**src/rsps_pkg.sv**
```systemverilog
// Shared types and constants for the ramp/soak profile sequencer.
`timescale 1ns / 1ps
`default_nettype none
package rsps_pkg;

    typedef enum logic [2:0] {
        MODE_IDLE = 3'd0,
        MODE_RUN  = 3'd1,
        MODE_WAIT = 3'd2,
        MODE_FIN  = 3'd3,
        MODE_STOP = 3'd4,
        MODE_ERR  = 3'd5
    } t_mode;

    typedef enum logic [2:0] {
        REQ_TICK  = 3'd0,
        REQ_START = 3'd1,
        REQ_STOP  = 3'd2,
        REQ_ERROR = 3'd3,
        REQ_RESET = 3'd4,
        REQ_WRITE = 3'd5
    } t_req;

    typedef enum logic [2:0] {
        NOTE_PSTART   = 3'd0,
        NOTE_SSTART   = 3'd1,
        NOTE_OSET     = 3'd2,
        NOTE_ORESET   = 3'd3,
        NOTE_STOPPED  = 3'd4,
        NOTE_FINISHED = 3'd5,
        NOTE_READY    = 3'd6
    } t_note;

    typedef enum logic [1:0] {
        KIND_HEAT = 2'd0,
        KIND_HOLD = 2'd1,
        KIND_COOL = 2'd2
    } t_kind;

    typedef enum logic [2:0] {
        ST_IDLE = 3'd0,
        ST_RD0  = 3'd1,
        ST_RD1  = 3'd2,
        ST_EXEC = 3'd3,
        ST_EMIT = 3'd4
    } t_ctrl_state;

    localparam int NUM_OUT_BITS = 8;
    localparam int MAX_NOTES    = 10;
    localparam int TEMP_W       = 13;

    localparam logic [0:0] CFG_PRESTEP = 1'b0;
    localparam logic [0:0] CFG_AMBIENT = 1'b1;

    localparam logic signed [7:0] AMBIENT_RESET = 8'sd20;

    typedef struct packed {
        logic [11:0] setpoint;
        logic [15:0] duration;
        logic [7:0]  outputs;
    } t_step_entry;

    typedef struct packed {
        logic take;
        logic rd1;
        logic exec;
        logic pop;
    } t_dp_cmd;

    typedef struct packed {
        logic       is_write;
        logic [3:0] remaining;
    } t_dp_status;

endpackage
`default_nettype wire

```
**src/rsps_table.sv**
```systemverilog
// Step table memory with per-entry valid bits; unwritten entries read as end markers.
`timescale 1ns / 1ps
`default_nettype none
module rsps_table #(
    parameter int DEPTH = 16,
    parameter int AW    = 4
) (
    input  wire logic                 i_clk,
    input  wire logic                 i_rst_n,
    input  wire logic                 i_we,
    input  wire logic [AW-1:0]        i_waddr,
    input  wire rsps_pkg::t_step_entry i_wdata,
    input  wire logic [AW-1:0]        i_raddr,
    output rsps_pkg::t_step_entry     o_rdata
);
    import rsps_pkg::*;

    t_step_entry r_mem [DEPTH];
    logic [DEPTH-1:0] r_vld;
    t_step_entry r_rdata;
    logic r_rvld;

    always_ff @(posedge i_clk) begin
        if (i_we) begin
            r_mem[i_waddr] <= i_wdata;
        end
        r_rdata <= r_mem[i_raddr];
    end

    always_ff @(posedge i_clk) begin
        if (!i_rst_n) begin
            r_vld  <= '0;
            r_rvld <= 1'b0;
        end else begin
            if (i_we) begin
                r_vld[i_waddr] <= 1'b1;
            end
            r_rvld <= r_vld[i_raddr];
        end
    end

    assign o_rdata = r_rvld ? r_rdata : '0;

endmodule
`default_nettype wire

```
**src/rsps_datapath.sv**
```systemverilog
// Sequencer datapath: config, profile state, step table and pending notification set.
`timescale 1ns / 1ps
`default_nettype none
module rsps_datapath #(
    parameter int STEP_COUNT = 16
) (
    input  wire logic                 i_clk,
    input  wire logic                 i_rst_n,
    input  wire logic                 i_cfg_we,
    input  wire logic [0:0]           i_cfg_idx,
    input  wire logic [7:0]           i_cfg_wdata,
    input  wire logic [2:0]           i_req_type,
    input  wire logic [3:0]           i_step_index,
    input  wire logic [11:0]          i_step_setpoint,
    input  wire logic [15:0]          i_step_duration,
    input  wire logic [7:0]           i_step_outputs,
    input  wire rsps_pkg::t_dp_cmd    i_cmd,
    output rsps_pkg::t_dp_status      o_status,
    output logic [2:0]                o_note_type,
    output logic [3:0]                o_note_arg,
    output logic [2:0]                o_state_code,
    output logic [4:0]                o_step_number,
    output logic [7:0]                o_output_bits,
    output logic [15:0]               o_profile_time,
    output logic [15:0]               o_step_time,
    output logic [1:0]                o_step_kind,
    output logic [11:0]               o_target_now
);
    import rsps_pkg::*;

    localparam int PW = $clog2(STEP_COUNT + 1);
    localparam int AW = $clog2(STEP_COUNT);

    // configuration
    logic [7:0]        r_prestep;
    logic signed [7:0] r_ambient;

    // profile state
    t_mode                    r_mode, n_mode;
    logic [PW-1:0]            r_ptr, n_ptr;
    logic [15:0]              r_pt, n_pt;
    logic [15:0]              r_st, n_st;
    logic signed [TEMP_W-1:0] r_sst, n_sst;
    logic [7:0]               r_out, n_out;
    logic [11:0]              r_target;
    t_kind                    r_kind;

    // latched request and table reads
    logic [2:0]  r_req;
    t_step_entry r_e0;
    t_step_entry w_e1;
    t_step_entry w_tab_rdata;

    // pending notifications, emitted in this order: a, b, bit changes, qa, qb
    logic        r_pa_v, n_pa_v;
    t_note       r_pa_t, n_pa_t;
    logic [3:0]  r_pa_arg, n_pa_arg;
    logic        r_pb_v, n_pb_v;
    logic [7:0]  r_chg;
    logic        r_qa_v, n_qa_v;
    t_note       r_qa_t, n_qa_t;
    logic [3:0]  r_qa_arg, n_qa_arg;
    logic        r_qb_v, n_qb_v;

    logic          w_start_idle;
    logic          w_ptr_ok;
    logic          w_next_ok;
    logic          w_a0_ok;
    logic [AW-1:0] w_raddr;
    logic          w_tab_we;
    t_step_entry   w_tab_wdata;
    logic [PW-1:0] w_ptr_inc;
    logic [15:0]   w_st_inc;
    logic          w_moved;
    logic [11:0]   w_tgt;
    logic signed [TEMP_W-1:0] w_tgt_s;
    t_kind         w_kind;
    logic [2:0]    w_low;

    assign w_start_idle = (r_mode == MODE_IDLE) && (r_req == REQ_START);
    assign w_ptr_ok     = r_ptr < PW'(STEP_COUNT);
    assign w_next_ok    = r_ptr < PW'(STEP_COUNT - 1);
    assign w_a0_ok      = w_start_idle || w_ptr_ok;
    assign w_ptr_inc    = r_ptr + 1'b1;
    assign w_st_inc     = r_st + 16'd1;

    // first read at the current step (step 0 for a start), second at the next step
    always_comb begin
        if (i_cmd.rd1) begin
            w_raddr = w_next_ok ? AW'(w_ptr_inc) : '0;
        end else if (w_start_idle || !w_ptr_ok) begin
            w_raddr = '0;
        end else begin
            w_raddr = AW'(r_ptr);
        end
    end

    assign w_tab_we = i_cmd.take && (i_req_type == REQ_WRITE)
                      && (int'(i_step_index) < STEP_COUNT);
    assign w_tab_wdata = '{setpoint: i_step_setpoint, duration: i_step_duration,
                           outputs: i_step_outputs};

    rsps_table #(
        .DEPTH (STEP_COUNT),
        .AW    (AW)
    ) u_table (
        .i_clk   (i_clk),
        .i_rst_n (i_rst_n),
        .i_we    (w_tab_we),
        .i_waddr (AW'(i_step_index)),
        .i_wdata (w_tab_wdata),
        .i_raddr (w_raddr),
        .o_rdata (w_tab_rdata)
    );

    assign w_e1 = w_next_ok ? w_tab_rdata : '0;

    // event execution against the old state
    always_comb begin
        n_mode   = r_mode;
        n_ptr    = r_ptr;
        n_pt     = r_pt;
        n_st     = r_st;
        n_sst    = r_sst;
        n_out    = r_out;
        n_pa_v   = 1'b0;
        n_pa_t   = NOTE_PSTART;
        n_pa_arg = '0;
        n_pb_v   = 1'b0;
        n_qa_v   = 1'b0;
        n_qa_t   = NOTE_STOPPED;
        n_qa_arg = '0;
        n_qb_v   = (r_req == REQ_TICK);
        w_moved  = 1'b0;
        if (r_req == REQ_ERROR) begin
            if (r_mode != MODE_ERR) begin
                n_out  = '0;
                n_mode = MODE_ERR;
            end
        end else begin
            unique case (r_mode)
                MODE_IDLE: begin
                    if (r_req == REQ_START) begin
                        n_ptr  = '0;
                        n_pt   = '0;
                        n_st   = '0;
                        n_sst  = {{(TEMP_W-8){r_ambient[7]}}, r_ambient};
                        n_pa_v = 1'b1;
                        if (r_prestep != '0) begin
                            n_out  = r_prestep;
                            n_mode = MODE_WAIT;
                        end else begin
                            n_pb_v = 1'b1;
                            n_out  = r_e0.outputs;
                            n_mode = MODE_RUN;
                        end
                    end
                end
                MODE_RUN: begin
                    if (r_req == REQ_STOP) begin
                        n_out    = '0;
                        n_qa_v   = 1'b1;
                        n_qa_arg = 4'(r_ptr);
                        n_mode   = MODE_STOP;
                    end else begin
                        n_pt = r_pt + 16'd1;
                        n_st = w_st_inc;
                        if (w_ptr_ok && (w_st_inc >= r_e0.duration)) begin
                            n_ptr   = w_ptr_inc;
                            w_moved = 1'b1;
                            if (!w_next_ok ||
                                (w_e1.setpoint == '0 && w_e1.duration == '0)) begin
                                n_out  = '0;
                                n_qa_v = 1'b1;
                                n_qa_t = NOTE_FINISHED;
                                n_mode = MODE_FIN;
                            end else begin
                                n_sst    = {1'b0, r_e0.setpoint};
                                n_st     = '0;
                                n_pa_v   = 1'b1;
                                n_pa_t   = NOTE_SSTART;
                                n_pa_arg = 4'(w_ptr_inc);
                                n_out    = w_e1.outputs;
                            end
                        end
                    end
                end
                MODE_WAIT: begin
                    if (r_req == REQ_STOP) begin
                        n_out    = '0;
                        n_qa_v   = 1'b1;
                        n_qa_arg = 4'(r_ptr);
                        n_mode   = MODE_STOP;
                    end else if (r_req == REQ_RESET) begin
                        n_pa_v   = 1'b1;
                        n_pa_t   = NOTE_SSTART;
                        n_pa_arg = 4'(r_ptr);
                        if (w_ptr_ok) begin
                            n_out = r_e0.outputs;
                        end
                        n_mode = MODE_RUN;
                    end
                end
                default: begin
                    if (r_req == REQ_RESET) begin
                        n_mode = MODE_IDLE;
                    end
                end
            endcase
        end
    end

    assign w_tgt   = w_moved ? w_e1.setpoint : r_e0.setpoint;
    assign w_tgt_s = signed'({1'b0, w_tgt});

    always_comb begin
        if (w_tgt_s > n_sst) begin
            w_kind = KIND_HEAT;
        end else if (w_tgt_s < n_sst) begin
            w_kind = KIND_COOL;
        end else begin
            w_kind = KIND_HOLD;
        end
    end

    always_comb begin
        w_low = '0;
        for (int b = NUM_OUT_BITS - 1; b >= 0; b--) begin
            if (r_chg[b]) begin
                w_low = 3'(b);
            end
        end
    end

    // present the first pending notification
    always_comb begin
        if (r_pa_v) begin
            o_note_type = r_pa_t;
            o_note_arg  = r_pa_arg;
        end else if (r_pb_v) begin
            o_note_type = NOTE_SSTART;
            o_note_arg  = '0;
        end else if (r_chg != '0) begin
            o_note_type = r_out[w_low] ? NOTE_OSET : NOTE_ORESET;
            o_note_arg  = {1'b0, w_low};
        end else if (r_qa_v) begin
            o_note_type = r_qa_t;
            o_note_arg  = r_qa_arg;
        end else begin
            o_note_type = NOTE_READY;
            o_note_arg  = '0;
        end
    end

    assign o_status.is_write  = (i_req_type == REQ_WRITE);
    assign o_status.remaining = 4'({3'b0, r_pa_v}) + 4'({3'b0, r_pb_v})
                                + 4'($countones(r_chg)) + 4'({3'b0, r_qa_v})
                                + 4'({3'b0, r_qb_v});

    // request latch, first table read, execution results
    always_ff @(posedge i_clk) begin
        if (i_cmd.take) begin
            r_req <= i_req_type;
        end
        if (i_cmd.rd1) begin
            r_e0 <= w_a0_ok ? w_tab_rdata : '0;
        end
        if (i_cmd.exec) begin
            r_pa_t   <= n_pa_t;
            r_pa_arg <= n_pa_arg;
            r_qa_t   <= n_qa_t;
            r_qa_arg <= n_qa_arg;
            r_target <= w_tgt;
            r_kind   <= w_kind;
        end
    end

    always_ff @(posedge i_clk) begin
        if (!i_rst_n) begin
            r_prestep <= '0;
            r_ambient <= AMBIENT_RESET;
            r_mode    <= MODE_IDLE;
            r_ptr     <= '0;
            r_pt      <= '0;
            r_st      <= '0;
            r_sst     <= '0;
            r_out     <= '0;
            r_pa_v    <= 1'b0;
            r_pb_v    <= 1'b0;
            r_chg     <= '0;
            r_qa_v    <= 1'b0;
            r_qb_v    <= 1'b0;
        end else begin
            if (i_cfg_we) begin
                unique case (i_cfg_idx)
                    CFG_PRESTEP: r_prestep <= i_cfg_wdata;
                    CFG_AMBIENT: r_ambient <= signed'(i_cfg_wdata);
                    default: ;
                endcase
            end
            if (i_cmd.exec) begin
                r_mode <= n_mode;
                r_ptr  <= n_ptr;
                r_pt   <= n_pt;
                r_st   <= n_st;
                r_sst  <= n_sst;
                r_out  <= n_out;
                r_pa_v <= n_pa_v;
                r_pb_v <= n_pb_v;
                r_chg  <= r_out ^ n_out;
                r_qa_v <= n_qa_v;
                r_qb_v <= n_qb_v;
            end else if (i_cmd.pop) begin
                // drop the notification just taken
                if (r_pa_v) begin
                    r_pa_v <= 1'b0;
                end else if (r_pb_v) begin
                    r_pb_v <= 1'b0;
                end else if (r_chg != '0) begin
                    r_chg <= r_chg & (r_chg - 8'd1);
                end else if (r_qa_v) begin
                    r_qa_v <= 1'b0;
                end else begin
                    r_qb_v <= 1'b0;
                end
            end
        end
    end

    assign o_state_code   = r_mode;
    assign o_step_number  = 5'(r_ptr);
    assign o_output_bits  = r_out;
    assign o_profile_time = r_pt;
    assign o_step_time    = r_st;
    assign o_step_kind    = r_kind;
    assign o_target_now   = r_target;

endmodule
`default_nettype wire

```
**src/rsps_ctrl.sv**
```systemverilog
// Sequencer controller: transaction intake, table read steps, execute and notification emit.
`timescale 1ns / 1ps
`default_nettype none
module rsps_ctrl (
    input  wire logic                 i_clk,
    input  wire logic                 i_rst_n,
    input  wire logic                 i_in_valid,
    output logic                      o_in_ready,
    output logic                      o_out_valid,
    input  wire logic                 i_out_ready,
    output logic                      o_last,
    input  wire rsps_pkg::t_dp_status i_status,
    output rsps_pkg::t_dp_cmd         o_cmd
);
    import rsps_pkg::*;

    t_ctrl_state r_state, n_state;
    logic [3:0]  r_cnt, n_cnt;
    logic        w_valid;
    logic        w_last;

    always_ff @(posedge i_clk) begin
        if (!i_rst_n) begin
            r_state <= ST_IDLE;
            r_cnt   <= '0;
        end else begin
            r_state <= n_state;
            r_cnt   <= n_cnt;
        end
    end

    always_comb begin
        n_state    = r_state;
        n_cnt      = r_cnt;
        o_cmd      = '0;
        o_in_ready = 1'b0;
        w_valid    = 1'b0;
        w_last     = 1'b0;
        unique case (r_state)
            ST_IDLE: begin
                o_in_ready = 1'b1;
                if (i_in_valid) begin
                    o_cmd.take = 1'b1;
                    n_cnt      = '0;
                    // table writes finish in the accepting cycle
                    if (!i_status.is_write) begin
                        n_state = ST_RD0;
                    end
                end
            end
            ST_RD0: begin
                n_state = ST_RD1;
            end
            ST_RD1: begin
                o_cmd.rd1 = 1'b1;
                n_state   = ST_EXEC;
            end
            ST_EXEC: begin
                o_cmd.exec = 1'b1;
                n_state    = ST_EMIT;
            end
            ST_EMIT: begin
                w_valid = (i_status.remaining != '0) && (r_cnt != 4'(MAX_NOTES));
                w_last  = (i_status.remaining == 4'd1) || (r_cnt == 4'(MAX_NOTES - 1));
                if (!w_valid) begin
                    n_state = ST_IDLE;
                end else if (i_out_ready) begin
                    o_cmd.pop = 1'b1;
                    n_cnt     = r_cnt + 4'd1;
                    if (w_last) begin
                        n_state = ST_IDLE;
                    end
                end
            end
            default: begin
                n_state = ST_IDLE;
            end
        endcase
    end

    assign o_out_valid = w_valid;
    assign o_last      = w_last;

endmodule
`default_nettype wire

```
**src/ramp_soak_profile_sequencer_core.sv**
```systemverilog
// Top level of the ramp/soak profile sequencer.
// Usage:
//   Input channel (i_in_valid / o_in_ready) carries one event per transaction:
//   tick, start, stop, error, reset or a step table write.
//   Output channel (o_out_valid / i_out_ready) carries the notifications an
//   event causes, one per transaction, o_last set on the final one. Status
//   fields show the state after the whole event and hold for all its notes.
//   Config port: i_cfg_we writes i_cfg_wdata into register i_cfg_idx
//   (0 pre-step outputs, 1 ambient temperature); write only while idle.
// Timing:
//   A table write completes in the accepting cycle. Any other event makes two
//   registered step table reads and an execute step, then emits its notifications
//   (at most 10), one per cycle while the receiver takes them. A stalled
//   receiver holds the current notification; no new event is accepted until
//   the last one is taken.
// Reset: synchronous, active low; clears state, registers to their defaults
//   and marks every table entry as an end marker at once.
`timescale 1ns / 1ps
`default_nettype none
module ramp_soak_profile_sequencer_core #(
    parameter int STEP_COUNT = 16
) (
    input  wire logic        i_clk,
    input  wire logic        i_rst_n,
    input  wire logic        i_cfg_we,
    input  wire logic [0:0]  i_cfg_idx,
    input  wire logic [7:0]  i_cfg_wdata,
    input  wire logic        i_in_valid,
    output logic             o_in_ready,
    input  wire logic [2:0]  i_req_type,
    input  wire logic [3:0]  i_step_index,
    input  wire logic [11:0] i_step_setpoint,
    input  wire logic [15:0] i_step_duration,
    input  wire logic [7:0]  i_step_outputs,
    output logic             o_out_valid,
    input  wire logic        i_out_ready,
    output logic [2:0]       o_note_type,
    output logic [3:0]       o_note_arg,
    output logic [2:0]       o_state_code,
    output logic [4:0]       o_step_number,
    output logic [7:0]       o_output_bits,
    output logic [15:0]      o_profile_time,
    output logic [15:0]      o_step_time,
    output logic [1:0]       o_step_kind,
    output logic [11:0]      o_target_now,
    output logic             o_last
);
    import rsps_pkg::*;

    t_dp_cmd    w_cmd;
    t_dp_status w_status;

    rsps_ctrl u_ctrl (
        .i_clk       (i_clk),
        .i_rst_n     (i_rst_n),
        .i_in_valid  (i_in_valid),
        .o_in_ready  (o_in_ready),
        .o_out_valid (o_out_valid),
        .i_out_ready (i_out_ready),
        .o_last      (o_last),
        .i_status    (w_status),
        .o_cmd       (w_cmd)
    );

    rsps_datapath #(
        .STEP_COUNT (STEP_COUNT)
    ) u_datapath (
        .i_clk           (i_clk),
        .i_rst_n         (i_rst_n),
        .i_cfg_we        (i_cfg_we),
        .i_cfg_idx       (i_cfg_idx),
        .i_cfg_wdata     (i_cfg_wdata),
        .i_req_type      (i_req_type),
        .i_step_index    (i_step_index),
        .i_step_setpoint (i_step_setpoint),
        .i_step_duration (i_step_duration),
        .i_step_outputs  (i_step_outputs),
        .i_cmd           (w_cmd),
        .o_status        (w_status),
        .o_note_type     (o_note_type),
        .o_note_arg      (o_note_arg),
        .o_state_code    (o_state_code),
        .o_step_number   (o_step_number),
        .o_output_bits   (o_output_bits),
        .o_profile_time  (o_profile_time),
        .o_step_time     (o_step_time),
        .o_step_kind     (o_step_kind),
        .o_target_now    (o_target_now)
    );

endmodule
`default_nettype wire

```
**config.mk**
```make
export PLATFORM = sky130hd
export DESIGN_NAME = ramp_soak_profile_sequencer_core
export DESIGN_NICKNAME = d
export VERILOG_FILES = /design/src/rsps_pkg.sv /design/src/rsps_table.sv /design/src/rsps_datapath.sv /design/src/rsps_ctrl.sv /design/src/ramp_soak_profile_sequencer_core.sv
export SDC_FILE = /design/constraint.sdc
export NUM_CORES = 1
export LEC_CHECK = 0
export BUFFER_PORTS_ARGS = -buffer_cell sky130_fd_sc_hd__buf_2
export CAP_MARGIN = 20
export CORE_UTILIZATION = 45
export CTS_CLUSTER_DIAMETER = 150
export CTS_CLUSTER_SIZE = 25
export DETAILED_ROUTE_END_ITERATION = 8
export SLEW_MARGIN = 20
export SYNTH_ARGS = -nofsm -noshare
export SYNTH_HDL_FRONTEND = slang
export SYNTH_HIERARCHICAL = 1
export SYNTH_SLANG_ARGS = --single-unit
```
**constraint.sdc**
```tcl
create_clock -name i_clk -period 7.7 [get_ports i_clk]
set_clock_uncertainty 0.15 [all_clocks]
set_input_delay 0.77 -clock i_clk [delete_from_list [all_inputs] [get_ports i_clk]]
set_output_delay 0.77 -clock i_clk [all_outputs]
set_load 0.02 [all_outputs]
```
# Word-level counts from Yosys, hierarchy flattened

Memories as Yosys holds them, arrays and structs flattened. A register that Yosys moved wholly into a read port is not among the register bits.
Index checks and enable logic that the tools add are counted.

Memories: 1
Memory bits (read-only): 0
Input port bits: 57
Output and inout bits: 72
Memory bits (writable): 576
Latch bits: 0
Register bits: 180
Logic and storage cells: 281

Memories:

| name                     | words | width | rd ports | clocked after memory_dff | write ports | line             | source |
|---|---|---|---|---|---|---|---|
| u_datapath.u_table.r_mem | 16    | 36    | 1        | 1                        | 1           | rsps_table.sv:18 | `t_step_entry r_mem [DEPTH];` |

$lt $le $gt $ge: 9
Multiply operators: 0
Bitwise gates (word level): 9
Equal/unequal tests: 33
Reduce and logical (&&, ||, !) cells: 39
Mux-type cells: 147
Shift-type cells: 0
Add/sub/neg operators: 16
Divide/modulo/power cells: 0

Operators with widths:

| kind                                                | count |
|---|---|
| 2-to-1 mux 8 bit                                    | 15 |
| 2-to-1 mux 3 bit                                    | 29 |
| 2-to-1 mux 16 bit                                   | 5 |
| 2-to-1 mux 36 bit                                   | 2 |
| 2-to-1 mux 13 bit                                   | 5 |
| case mux 16 bit (2 select lines)                    | 2 |
| 2-to-1 mux 4 bit                                    | 15 |
| 2-to-1 mux 1 bit                                    | 55 |
| adder 16 x 1 -> 16 bit, second input constant       | 2 |
| case mux 13 bit (2 select lines)                    | 1 |
| case mux 8 bit (3 select lines)                     | 1 |
| != test 2 bit, second input constant                | 10 |
| adder 4 bit                                         | 4 |
| greater-or-equal comparator 16 bit                  | 1 |
| zero test 16 bit                                    | 1 |
| OR 16 bit                                           | 1 |
| case mux 4 bit (2 select lines)                     | 2 |
| AND reduction 4 bit                                 | 4 |
| nonzero test 8 bit                                  | 2 |
| equality test 3 x 2 -> 1 bit, second input constant | 5 |
| 2-to-1 mux 5 bit                                    | 3 |
| case mux 3 bit (5 select lines)                     | 1 |
| greater-than comparator 13 bit                      | 1 |
| less-than comparator 13 bit                         | 1 |
| other kinds (46)                                    | 85 |

# Longest topological paths before layout

Word-level depth: 14
Gate-level depth with buffers: 26
Depth with buffers taken out: 22

# Cells and area by module

Netlist, hierarchy kept.

By module, submodules not included:

| module        | area an instance (um^2) | times used | cells each | seq. area each (um^2) |
|---|---|---|---|---|
| rsps_table    | 23176.0                 | 1          | 1031       | 18357.6 |
| rsps_datapath | 8763.4                  | 1          | 974        | 3673.5 |
| rsps_ctrl     | 488.0                   | 1          | 58         | 140.1 |

# Least setup slack after synthesis

Ideal clock, no wire load.

Kind: reg-to-reg
Start point: register u_ctrl.r_state[1]
End point: register, netlist name u_datapath/u_table/r_rdata[10]
Slack: 2.110 ns
Path buffers: 2
Arrival: 5.320 ns
Stages on the path, launching flop included: 8
Data required time: 7.430 ns
Setup time: 0.120 ns
Cells stage by stage: dfxtp_1 > nor3b_1 > o21ai_0 > and2_1 > clkbuf_1 > clkbuf_1 > a22oi_1 > nand2_1

RTL lines:

| element                | line            | source |
|---|---|---|
| from (decl)            | rsps_ctrl.sv:17 | `t_ctrl_state r_state, n_state;` |
| from (signal assigned) | rsps_ctrl.sv:27 | `r_state <= n_state;` |

# Worst setup path in the final report

Start point: register u_datapath.r_st[0] (netlist: u_datapath/o_step_time[0])
End point: register u_datapath.r_kind[1] (netlist: u_datapath/o_step_kind[1]), data pin

Longest elaborated chain between the ends: 10
Elaborated cells on any way between the ends: 15

Ends and longest elaborated chain:

| element                                | line                 | source |
|---|---|---|
| from (decl)                            | rsps_datapath.sv:42  | `logic [15:0] r_st, n_st;` |
| from (signal assigned)                 | rsps_datapath.sv:305 | `r_st <= n_st;` |
| adder 16 x 1 -> 16 bit (*)             | rsps_datapath.sv:85  | `assign w_st_inc = r_st + 16'd1;` |
| greater-or-equal comparator 16 bit (*) | rsps_datapath.sv:168 | `if (w_ptr_ok && (w_st_inc >= r_e0.duration)) begin` |
| logical AND 1 bit (*)                  | rsps_datapath.sv:168 |  |
| 2-to-1 mux 1 bit                       | rsps_datapath.sv:168 |  |
| 2-to-1 mux 1 bit                       | rsps_datapath.sv:160 | `if (r_req == REQ_STOP) begin` |
| 2-to-1 mux 1 bit                       | rsps_datapath.sv:141 | `unique case (r_mode)` |
| 2-to-1 mux 1 bit                       | rsps_datapath.sv:135 | `if (r_req == REQ_ERROR) begin` |
| 2-to-1 mux 12 bit                      | rsps_datapath.sv:213 | `assign w_tgt = w_moved ? w_e1.setpoint : r_e0.setpoint;` |
| less-than comparator 13 bit            | rsps_datapath.sv:219 | `end else if (w_tgt_s < n_sst) begin` |
| 2-to-1 mux 2 bit                       | rsps_datapath.sv:219 |  |
| to (signal assigned)                   | rsps_datapath.sv:274 | `r_kind <= w_kind;` |
| to (decl)                              | rsps_datapath.sv:46  | `t_kind r_kind;` |

Mark *: on every way between the ends. The rest lies on a longest branch, timed or not.
A chain may end at the register's enable or synchronous reset.

==> flow_summary.ini <==
[outcome]
outcome = complete, no violations

[floorplanning]
dieHeight_um = 270
core_um2 = 71400
initial_core_util_pct = 45.4
fp.dieW_um = 270
dieArea_um2 = 73100
ios = 129
row_count = 98

[worst_setup_path]
cp.required_ns = 7.99
critPathSlowestCell = a211o_1
critPathArrivalTime_ns = 6.36
r2r_setup_slack_ns = 1.63
cp_slowest_stage_delay_ns = 0.74
reg2regPathDepth = 22
cpMostUsedCell = and3_1
path_max_fanout = 19
timing.rr.start = u_datapath/o_step_time[0]
critPathCaptureType = flip-flop
start_kind = flip-flop
worstPathCellList = and3_1 > and3_1 > and3_1 > and3_1 > nand3_1 > xnor2_1 > ha_1 > nand4_1 > nor4_2 > a211o_1 > nand3_1 > a21oi_1 > o21ai_0 > and2_1 > ha_1 > nor2b_1 > o21ai_0 > nand2b_1 > a21oi_1 > o21ai_0 > maj3_2 > a211oi_2
crit_type = reg2reg
r2r-end = u_datapath/o_step_kind[1]

[yosys]
netlist_instances = 2063
synth_fp_nets = 2164
synthArstFlopShare_pct = 0
synth_top_area_share_pct = 59.2
synth_top_area_cell = edfxtp_1
synth_most_common_cell = edfxtp_1
ys_ff_latch = 788
yosys_warnings = 6
synthTopCellsByCount = 639 x edfxtp_1, 149 x dfxtp_1, 148 x mux4_2, 128 x nand2_1, 94 x nor2_1
yosysSeqAreaShare_pct = 68.4
synth_ff_type = edfxtp_1
syn_area_um2 = 32400
syn_area_per_cell_um2 = 15.7
synth_edf_count = 639
synth_cell_type_count = 92
yosys-top-cells-area = edfxtp_1 59%, mux4_2 10%, dfxtp_1 9.2%, a22oi_1 1.9%, and2_1 1.8%

[routing]
dr.first_iter.drc_count = 1717
vias = 18200
final_antenna_net_count = 0
wire_per_inst_um = 24.6
drt_pass1_iterations = 5
viasPerCell = 5.81
wl_um = 77000
drcViolationCount = 0

[clock_tree]
cts_hold_buf = 0
cts_root_buffer = clkbuf_16
clk_latency_ns = 0.63
htreeDepth = 2
cts_tree = done
postCtsSetupBuffers = 0
numCtsBuffers = 37
clockBufferDepth = 3
cts_resized = 0
cts.sinks = 788
path_clk_slew_ns = 0.11

[layout]
fill_cells = 5947
multi_input_area_um2 = 9680
final_core_util_pct = 49.5
syn_to_final_growth_pct = 8.90
drive_above_1_share_pct = 19.1
layout.cells.non_filler = 3134
final-seq-area_um2 = 22200
stdcell_area_um2 = 35300
nNetsFinal = 2255

[placed_design]
portBuffers = 128
routabilityCongestion = 0.888
dp_cells = 3064
dp_hpwl_um = 44200
dpl_cell_area_um2 = 34200

[worst_hold_path]
hold_class = in2reg
worst_hold_startpoint = i_req_type[1]
hold_end = u_datapath/r_req[1]
min_path_cells = 1

[sta]
setup_viol = 0
fin_setup_tns_ns = 0
fmax_mhz = 165
tightest_slew_ns = 1.01
worst_hold_slack_ns = 0.210
finalCritPeriodShare_pct = 78.8
final-max-slew-violation-count = 0
min_period_ns = 6.07
hold_viol = 0
rsz0062_at_grt = no
slew_headroom_pct = 32.3

[grt]
grt_first_pass_wirelength_um = 115000
grt.total_usage_pct = 21.0
grt_pass1_vias = 18400
grt_start_max_net_pins = 150
antenna_found_initial = 10
gr-total-overflow = 0

[run]
maxCapViolations = 0

[power]
max-vdd-ir-drop_v = 0.000153
p_leak_nw = 11.6
powerDensity_nw_per_um2 = 213
-- critical path, delay by kind of cell (launching register included) --
family,cells,cell delay [ns]
compound gates,7,1.71
fa+ha+maj,3,0.96
xor+xnor,1,0.16
simple gates,11,2.46
flops,1,0.44
-- per-layer routing --
metal	global-route usage, %	vias to the layer above	part of all wire [%]
li1	-	8197	-
met1	27.9	9368	42
met2	35.8	519	49
met3	3.40	116	5.8
met4	5.28	16	2.2
met5	0	-	0.12
-- area by class of cell --
class	count	area share, %
repair buffers	163	2.69
multi-input cells	1106	27.4
flip-flops and latches	788	62.8
clock buffers	63	2.90
well taps	950	3.37
clock inverters	5	0.241
inverters	58	0.617
diodes	1	0.00709
-- logic make-up after synthesis --
group                      count (synthesis)  synth area share [%]
buffers and inverters                    169                  2.29
DFF                                      788                  68.4
adders and majority gates                 45                  1.89
AOI/OAI and AO/OA                        350                  7.44
and+or+nand+nor                          513                  8.28
muxes                                    168                  10.9
xor gates and xnor gates                  30                 0.810
-- flip-flops by register name, indices dropped and copies added (netlist names), 4 cells and up --
signal	count
u_datapath/u_table/r_mem	576
u_datapath/r_e0	36
u_datapath/u_table/r_rdata	36
u_datapath/o_profile_time	16
u_datapath/o_step_time	16
u_datapath/u_table/r_vld	16
u_datapath/r_sst	13
u_datapath/o_target_now	12
u_datapath/o_output_bits	8
u_datapath/r_ambient	8
u_datapath/r_chg	8
u_datapath/r_prestep	8
u_datapath/o_step_number	5
u_ctrl/r_cnt	4
u_datapath/r_pa_arg	4
u_datapath/r_qa_arg	4
-- report_power, final --
part,total [mW],leakage [nW],switching (mW),internal (mW)
Combinational,0.551,4.13,0.312,0.238
Sequential,4.70,6.99,0.0440,4.66
Clock,2.26,0.524,1.32,0.940
-- through the flow --
| step | power (mW) | worst slack, ns |
|---|---|---|
| after CTS | 7.58 | 1.66 |
| after floorplan | 5.19 | 2.11 |
| final | 7.51 | 1.63 |
| after global placement | 5.34 | 1.91 |
| after detailed placement | 5.35 | 1.72 |
| after global routing | 7.77 | 1.27 |
-- worst max path at each step --
stage / from / endpoint / cells after the start
after floorplan: u_ctrl/r_state[1] / u_datapath/u_table/r_rdata[10] / 7
after global placement: u_datapath/o_step_time[0] / u_datapath/o_step_kind[1] / 22
after detailed placement: u_datapath/o_step_time[0] / u_datapath/o_step_kind[1] / 22
after CTS: u_datapath/o_step_time[0] / u_datapath/o_step_kind[1] / 22
after global routing: u_datapath/o_step_time[0] / u_datapath/o_step_kind[1] / 22
final: u_datapath/o_step_time[0] / u_datapath/o_step_kind[1] / 22
-- cells in the final DEF (no fill, tap or decap), types with 17 or more instances in the layout --
master	count
buf_4	32
mux2i_1	19
clkbuf_1	26
nand2_1	128
inv_1	57
a31oi_1	17
and3_1	24
dfxtp_1	149
a22oi_1	81
nor3_1	24
nand3_1	54
and2_1	90
o21a_1	22
nor2_1	80
clkbuf_16	37
xor2_1	17
ha_1	37
mux4_2	148
buf_2	128
o21ai_0	66
edfxtp_1	639
a21oi_1	73
Power figures use the tool's default switching activity.
